**src/tdpt_pkg.sv**
```systemverilog
// ----------------------------------------------------------------------------
// Trial division prime test package
// Shared constants and types for the trial division prime test core.
// ----------------------------------------------------------------------------
package tdpt_pkg;

    localparam int unsigned NUM_BITS_DEF = 32;
    localparam int unsigned OUT_DATA_W   = 8;

    typedef enum logic [1:0] {
        ST_IDLE,
        ST_BOUND,
        ST_DIVIDE,
        ST_RESULT
    } t_state;

endpackage

```
**src/trial_division_prime_test_core.sv**
```systemverilog
// ----------------------------------------------------------------------------
// Trial division prime test core
// Reports whether an unsigned candidate is prime by trial division.
// ----------------------------------------------------------------------------
// One request at a time: the candidate is tried against divisors 2, 3, 4, ...
// while the square of the divisor does not exceed it. The square is kept up to
// date by adding 2k+1 per divisor, and each remainder comes from a bit-serial
// restoring divider that takes one candidate bit per cycle. Each divisor needs
// one bound check and NUM_BITS divide steps. A result waits in an output
// register, so the next request is taken while it is still pending.
module trial_division_prime_test_core
    import tdpt_pkg::*;
#(
    parameter int unsigned NUM_BITS = NUM_BITS_DEF
) (
    input  logic                                i_clk,
    input  logic                                i_rst_n,
    input  logic                                i_s_axis_tvalid,
    output logic                                o_s_axis_tready,
    // Bits from the lowest up: candidate, then zero padding.
    input  logic [((NUM_BITS + 7) / 8) * 8-1:0] i_s_axis_tdata,
    output logic                                o_m_axis_tvalid,
    input  logic                                i_m_axis_tready,
    // Bits from the lowest up: is_prime, then zero padding.
    output logic [OUT_DATA_W-1:0]               o_m_axis_tdata
);

    localparam int unsigned SQ_W  = NUM_BITS + 2;
    localparam int unsigned CNT_W = $clog2(NUM_BITS);

    t_state               r_state, n_state;
    logic [NUM_BITS-1:0]  r_n, n_n;
    logic [NUM_BITS-1:0]  r_k, n_k;
    logic [SQ_W-1:0]      r_sq, n_sq;
    logic [NUM_BITS-1:0]  r_shift, n_shift;
    logic [NUM_BITS-1:0]  r_rem, n_rem;
    logic [CNT_W-1:0]     r_cnt, n_cnt;
    logic                 r_res, n_res;
    logic                 r_out_valid, n_out_valid;
    logic                 r_out_bit, n_out_bit;

    logic [NUM_BITS:0]    w_trial;
    logic [NUM_BITS:0]    w_diff;
    logic [NUM_BITS-1:0]  w_rem_next;
    logic                 w_in_acc;
    logic                 w_out_free;

    assign w_trial    = {r_rem, r_shift[NUM_BITS-1]};
    assign w_diff     = w_trial - {1'b0, r_k};
    assign w_rem_next = (w_trial >= {1'b0, r_k}) ? w_diff[NUM_BITS-1:0]
                                                 : w_trial[NUM_BITS-1:0];
    assign w_in_acc   = i_s_axis_tvalid && o_s_axis_tready;
    assign w_out_free = !r_out_valid || i_m_axis_tready;

    assign o_s_axis_tready = (r_state == ST_IDLE);
    assign o_m_axis_tvalid = r_out_valid;
    assign o_m_axis_tdata  = {{(OUT_DATA_W - 1){1'b0}}, r_out_bit};

    always_ff @(posedge i_clk) begin
        if (!i_rst_n) begin
            r_state     <= ST_IDLE;
            r_out_valid <= 1'b0;
        end else begin
            r_state     <= n_state;
            r_out_valid <= n_out_valid;
        end
        r_n       <= n_n;
        r_k       <= n_k;
        r_sq      <= n_sq;
        r_shift   <= n_shift;
        r_rem     <= n_rem;
        r_cnt     <= n_cnt;
        r_res     <= n_res;
        r_out_bit <= n_out_bit;
    end

    always_comb begin
        n_state     = r_state;
        n_n         = r_n;
        n_k         = r_k;
        n_sq        = r_sq;
        n_shift     = r_shift;
        n_rem       = r_rem;
        n_cnt       = r_cnt;
        n_res       = r_res;
        n_out_valid = r_out_valid;
        n_out_bit   = r_out_bit;

        if (r_out_valid && i_m_axis_tready) begin
            n_out_valid = 1'b0;
        end

        unique case (r_state)
            ST_IDLE: begin
                if (w_in_acc) begin
                    n_n  = i_s_axis_tdata[NUM_BITS-1:0];
                    n_k  = NUM_BITS'(2);
                    n_sq = SQ_W'(4);
                    if (i_s_axis_tdata[NUM_BITS-1:1] == '0) begin
                        n_res   = 1'b0;
                        n_state = ST_RESULT;
                    end else begin
                        n_state = ST_BOUND;
                    end
                end
            end
            ST_BOUND: begin
                if (r_sq > {2'b00, r_n}) begin
                    n_res   = 1'b1;
                    n_state = ST_RESULT;
                end else begin
                    n_shift = r_n;
                    n_rem   = '0;
                    n_cnt   = '0;
                    n_state = ST_DIVIDE;
                end
            end
            ST_DIVIDE: begin
                n_rem   = w_rem_next;
                n_shift = {r_shift[NUM_BITS-2:0], 1'b0};
                n_cnt   = r_cnt + CNT_W'(1);
                if (r_cnt == CNT_W'(NUM_BITS - 1)) begin
                    if (w_rem_next == '0) begin
                        n_res   = 1'b0;
                        n_state = ST_RESULT;
                    end else begin
                        n_k     = r_k + NUM_BITS'(1);
                        n_sq    = r_sq + {1'b0, r_k, 1'b1};
                        n_state = ST_BOUND;
                    end
                end
            end
            ST_RESULT: begin
                if (w_out_free) begin
                    n_out_valid = 1'b1;
                    n_out_bit   = r_res;
                    n_state     = ST_IDLE;
                end
            end
            default: begin
                n_state = ST_IDLE;
            end
        endcase
    end

endmodule

```
**config.mk**
```make
export PLATFORM = sky130hd
export DESIGN_NAME = trial_division_prime_test_core
export DESIGN_NICKNAME = d
export VERILOG_FILES = /design/src/tdpt_pkg.sv /design/src/trial_division_prime_test_core.sv
export SDC_FILE = /design/constraint.sdc
export NUM_CORES = 1
export LEC_CHECK = 0
export BUFFER_PORTS_ARGS = -buffer_cell sky130_fd_sc_hd__buf_2
export CORE_MARGIN = 2
export CORE_UTILIZATION = 60
export CTS_BUF_LIST = sky130_fd_sc_hd__clkbuf_16
export CTS_CLUSTER_SIZE = 10
export DETAILED_ROUTE_END_ITERATION = 7
export PLACE_DENSITY = 0.86
export REMOVE_ABC_BUFFERS = 1
export SYNTH_ARGS = -nofsm -noshare
export SYNTH_HDL_FRONTEND = slang
export SYNTH_SLANG_ARGS = --single-unit
```
**constraint.sdc**
```tcl
create_clock -name i_clk -period 17.78 [get_ports i_clk]
set_input_delay 0.889 -clock i_clk [delete_from_list [all_inputs] [get_ports i_clk]]
set_output_delay 0.889 -clock i_clk [all_outputs]
set_load 0.1 [all_outputs]
```
Word-level counts from Yosys, hierarchy flattened
Cells that the tools add are included.

Logic and storage cells: 75. Bits in registers: 172. Input bits: 36. Output and inout bits: 10.

Order comparisons: 2. $add $sub $neg: 4. Equal/unequal tests: 12. Multiplexer cells: 31. Reductions and logical operators: 16.

Operators by type and width (count): 32-bit 2-to-1 mux (6); 32-bit one-hot mux with 2 select lines (3); 34-bit 2-to-1 mux (3); 34-bit one-hot mux with 2 select lines (1); 34-bit by 33-bit adder with 34-bit output (1); 34-bit by 32-bit > comparator with 1-bit output (1); 33-bit by 32-bit >= comparator with 1-bit output (1); 32-bit by 1-bit adder with 32-bit output, second input constant (1); 32-bit logical NOT (1); 32-bit subtractor (1); 31-bit logical NOT (1); 2-bit != test, second input constant (6); 2-bit 2-to-1 mux (5); 5-bit one-hot mux with 2 select lines (1); 1-bit 2-to-1 mux (9); 2-bit one-hot mux with 4 select lines (1); 2-bit AND reduction (3); 6-bit AND reduction (1); 5-bit by 1-bit adder with 5-bit output, second input constant (1); 5-bit == test, second input constant (1); 5-bit 2-to-1 mux (1); 2-bit == test, second input constant (2); 2-bit by 1-bit != test with 1-bit output, second input constant (2); 4-bit AND reduction (1); 9 further kinds (11).

Longest topological paths before layout
Depth in word-level cells: 6. Gate-level depth with buffers: 16. Depth with buffers taken out: 13.

Worst setup path after synthesis
No wires, ideal clock.

Kind: register to register. Start: register r_sq[19]. End: register r_cnt[0] (enable). Required time: 17189 ps. Slack: 10382 ps. Path buffers: 0. Stages on the path, launching flop included: 11. Library setup time: 591 ps. Clock period less this slack: 7398 ps. Arrival: 6807 ps. Cells stage by stage: edfxtp_1 -> ha_1 -> a21o_1 -> a21o_1 -> a21oi_1 -> nor2_1 -> a2111oi_0 -> nor2_1 -> o31ai_1 -> a21oi_1 -> o21ai_0.

Cells in the longest elaborated chain, start to end: 3.

Ends and longest elaborated chain: start: declaration (line trial_division_prime_test_core.sv:34) `logic [SQ_W-1:0] r_sq, n_sq;`; start signal: assignment (line trial_division_prime_test_core.sv:69) `r_sq <= n_sq;`; 34-bit by 32-bit > comparator with 1-bit output (line trial_division_prime_test_core.sv:108) `if (r_sq > {2'b00, r_n}) begin`; 2-bit != test (no source line); 2-bit AND reduction (no source line); end signal: assignment (line trial_division_prime_test_core.sv:72) `r_cnt <= n_cnt;`; end: declaration (line trial_division_prime_test_core.sv:37) `logic [CNT_W-1:0] r_cnt, n_cnt;`.

Every way passes these cells. A chain may end at the register's enable or synchronous reset.

Worst setup path after layout
Start: register r_k[19]. End: register r_sq[9] (enable).

Cells in the longest elaborated chain, start to end: 5. Elaborated cells on any way between the ends: 6. Classes of those cells: add/sub: 1; order compare: 1; eq/ne: 1; mux: 1; reduce/logical: 2.

Ends and longest elaborated chain: start: declaration (line trial_division_prime_test_core.sv:33) `logic [NUM_BITS-1:0] r_k, n_k;`; start signal: assignment (line trial_division_prime_test_core.sv:68) `r_k <= n_k;`; 32-bit subtractor or 33-bit by 32-bit >= comparator with 1-bit output (tied branches) (line trial_division_prime_test_core.sv:49, trial_division_prime_test_core.sv:50); 32-bit 2-to-1 mux (*) (line trial_division_prime_test_core.sv:50) `assign w_rem_next = (w_trial >= {1'b0, r_k}) ? w_diff[NUM_BITS-1:0]`; 32-bit logical NOT (*) (line trial_division_prime_test_core.sv:123) `if (w_rem_next == '0) begin`; 2-bit != test (no source line) (*); 4-bit AND reduction (no source line) (*).

Mark *: on every way between the ends. The rest lies on a longest branch, timed or not.

==> flow_metrics.env <==
export IMPL_final_cell_mix="169 x edfxtp_1, 150 x nor2_1, 99 x ha_1"
export IMPL_nets=1416
export IMPL_dieArea_um2=21300
export IMPL_synthCells=1260
export IMPL_arrival_ps=5110
export IMPL_vias_per_cell=6.262
export IMPL_synth_top_area_frac=0.4199
export IMPL_holdPathStages=0
export IMPL_regToRegSetupSlack_ps=12750
export IMPL_cts_resized=0
export IMPL_seq_area_frac_synth=0.4248
export IMPL_min_delay_start="r_res"
export IMPL_overflow=0
export IMPL_use_met1=0.3458
export IMPL_die_w_um=145.9
export IMPL_clk_latency_ps=440
export IMPL_drc=0
export IMPL_ant_nets=0
export IMPL_power_density_nw_per_um2=122.5
export IMPL_grt_max_degree=100
export IMPL_critPathTopFamily="compound AO/OA/AOI/OAI gates"
export IMPL_htreeDepth=4
export IMPL_grt_first_pass_wirelength_mm=46.37
export IMPL_avgSynthCellArea_um2=9.593
export IMPL_hold_slack_ps=439.5
export IMPL_yosysTopAreaCell="edfxtp_1"
export IMPL_setup_viol=0
export IMPL_synth_seq_cells=172
export IMPL_report_final_slew_viol_count=0
export IMPL_clock_sinks=172
export IMPL_area_growth_pct=8.209
export IMPL_wl_per_cell_um=18.09
export IMPL_hold_viol_final=0
export IMPL_cts_buffers=17
export IMPL_cp_common_cell="buf_4"
export IMPL_drive_gt1_frac=0.08204
export IMPL_finalWirelength_mm=28.18
export IMPL_yosysWarnings=0
export IMPL_critPathRequiredTime_ps=17860
export IMPL_hpwl_mm=20.29
export IMPL_min_to="r_out_bit"
export IMPL_worstPathMaxFanout=66
export IMPL_io_pins=46
export IMPL_maxCapViolations=0
export IMPL_max_stage_delay_ps=1030
export IMPL_cts_tree="done"
export IMPL_rsz0062_at_grt="no"
export IMPL_status="finished clean"
export IMPL_dp_slack_ps=12810
export IMPL_crit_type="reg2reg"
export IMPL_tns_ps=0
export IMPL_clkTransAtPathRegs_ps=80
export IMPL_netlist_area_um2=12090
export IMPL_fin_total_pwr_uw=1602
export IMPL_mostFrequentLayoutCell="edfxtp_1"
export IMPL_synthFlopType="edfxtp_1"
export IMPL_start_util=0.6170
export IMPL_reg2reg_to="r_sq[9]"
export IMPL_rr_worst_depth=14
export IMPL_cp_num_buf_inv=3
export IMPL_period_share=0.2828
export IMPL_r2r_start="r_k[19]"
export IMPL_top_usage_layer="met2"
export IMPL_post_cts_setup_buffer_count=0
export IMPL_worst_pin_slew_ps=1271
export IMPL_vias=9756
export IMPL_p_leak_uw=0.005170
export IMPL_stdcell_count=1558
export IMPL_use_met2=0.4594
export IMPL_synth_async_reset_ratio=0
export IMPL_io_buffers=38
export IMPL_core_um2=19590
export IMPL_grt_usage=0.2678
export IMPL_hold_path_class="reg2reg"
export IMPL_root_buffer="clkbuf_16"
export IMPL_grt_pass1_vias=9429
export IMPL_synth_edff_count=169
export IMPL_worstPathCellList="inv_1 -> ha_1 -> o21ai_0 -> o21a_1 -> o31ai_1 -> nand2_1 -> o2111ai_1 -> a31oi_4 -> buf_4 -> a2111oi_0 -> a221oi_1 -> nor4_1 -> o21bai_4 -> buf_4"
export IMPL_dr_pass1_iters=5
export IMPL_crit_cells=14
export IMPL_clock_skew_ps=12.85
export IMPL_clockBufferDepth=2
export IMPL_fin_crit_ps=5029
export IMPL_rows=51
export IMPL_max_vdd_ir_drop_v=0.00007471
export IMPL_slowest_stage="o31ai_1"
export IMPL_die_h_um=145.9
export IMPL_maxSlewHeadroom=0.1454
export IMPL_crit_path_end_kind="flip-flop"
export IMPL_hold_buffers=0
export IMPL_gp_congestion=0.8937
export IMPL_cp_start_kind="flip-flop"
export IMPL_antenna_found_initial=1
export IMPL_setup_ws_ps=12750
export IMPL_yosys_top_cells_area="edfxtp_1 42%, ha_1 10%, nor2_1 4.7%"
export IMPL_fmax_mhz=198.8
export IMPL_drtIter0Drc=867
export IMPL_grt_met3_usage=0.04107
export IMPL_yosysUniqueCellTypes=84
export IMPL_dp_cells=1525
-- power by group --
part           total (uW)  internal, uW  switching [uW]
combinational         649           242             407
sequential            581           536            45.0
clock                 372           189             182
total                1600           967             634
-- area by class of cell --
cell class | instances | area [um^2]
sequential | 172 | 5135
antenna | 1 | 2.502
clock inverter | 15 | 175.2
multi-input combinational | 955 | 6440
clock buffer | 17 | 425.4
inverter | 89 | 334.1
tap | 265 | 331.6
fill | 1461 | 6511
timing repair buffer | 44 | 235.2
-- cells in the mapped netlist, types with 7 or more instances --
| cell type | instances |
|---|---|
| nor2b_1 | 17 |
| inv_1 | 89 |
| buf_4 | 9 |
| nand3_1 | 33 |
| o21a_1 | 11 |
| o21bai_1 | 7 |
| a2111oi_0 | 7 |
| buf_2 | 13 |
| nand2_1 | 95 |
| edfxtp_1 | 169 |
| nand2b_1 | 13 |
| and3_1 | 15 |
| xor2_1 | 15 |
| a21oi_1 | 80 |
| o31ai_1 | 11 |
| a211oi_1 | 20 |
| nand4_1 | 22 |
| o21ai_0 | 66 |
| xnor2_1 | 44 |
| a21o_1 | 38 |
| or3_1 | 11 |
| clkbuf_1 | 24 |
| ha_1 | 99 |
| nor2_1 | 150 |
| mux2i_1 | 24 |
| and2_1 | 14 |
| nor4_1 | 23 |
| nor3_1 | 27 |
-- flip-flops by register name, summed over array words and instances (netlist names) --
| signal | flops |
|---|---|
| o_m_axis_tvalid | 1 |
| r_rem | 32 |
| r_res | 1 |
| r_out_bit | 1 |
| r_n | 32 |
| r_cnt | 5 |
| r_k | 32 |
| r_sq | 34 |
| r_shift | 32 |
| r_state | 2 |
-- layer usage --
layer,up-vias,wire length [um],part of all wire
li1,4701,-,-
met1,4650,12100,0.43
met2,345,13820,0.49
met3,60,1566,0.056
met4,0,693,0.025
met5,-,0,0
-- stage by stage --
stage	cell area [um^2]	utilization
global route	13080	0.6675
finish	13080	0.6676
CTS	13080	0.6675
detailed placement	12480	0.6368
global placement	12480	0.6368
floorplan	11860	-
-- kinds of logic after synthesis --
logic type               synth area share
AO/OA/AOI/OAI                      0.1744
XOR/XNOR                          0.04275
adder cells (fa/ha/maj)            0.1058
buffers and inverters             0.04855
flip-flops                         0.4248
multiplexers                      0.02174
other                           0.0003103
AND/OR/NAND/NOR                    0.1816
-- how the worst max path moves through the flow --
stage	start	to	slack (ps)
2_1_floorplan	r_k[6]	r_k[0]	9020
3_3_place_gp	r_k[19]	r_sq[3]	13060
3_5_place_dp	r_k[19]	r_sq[0]	12810
4_1_cts	r_k[19]	r_sq[13]	12810
5_1_grt	r_k[19]	r_k[13]	12350
6_report	r_k[19]	r_sq[9]	12750
No activity file was read; power rests on OpenSTA's default activity.
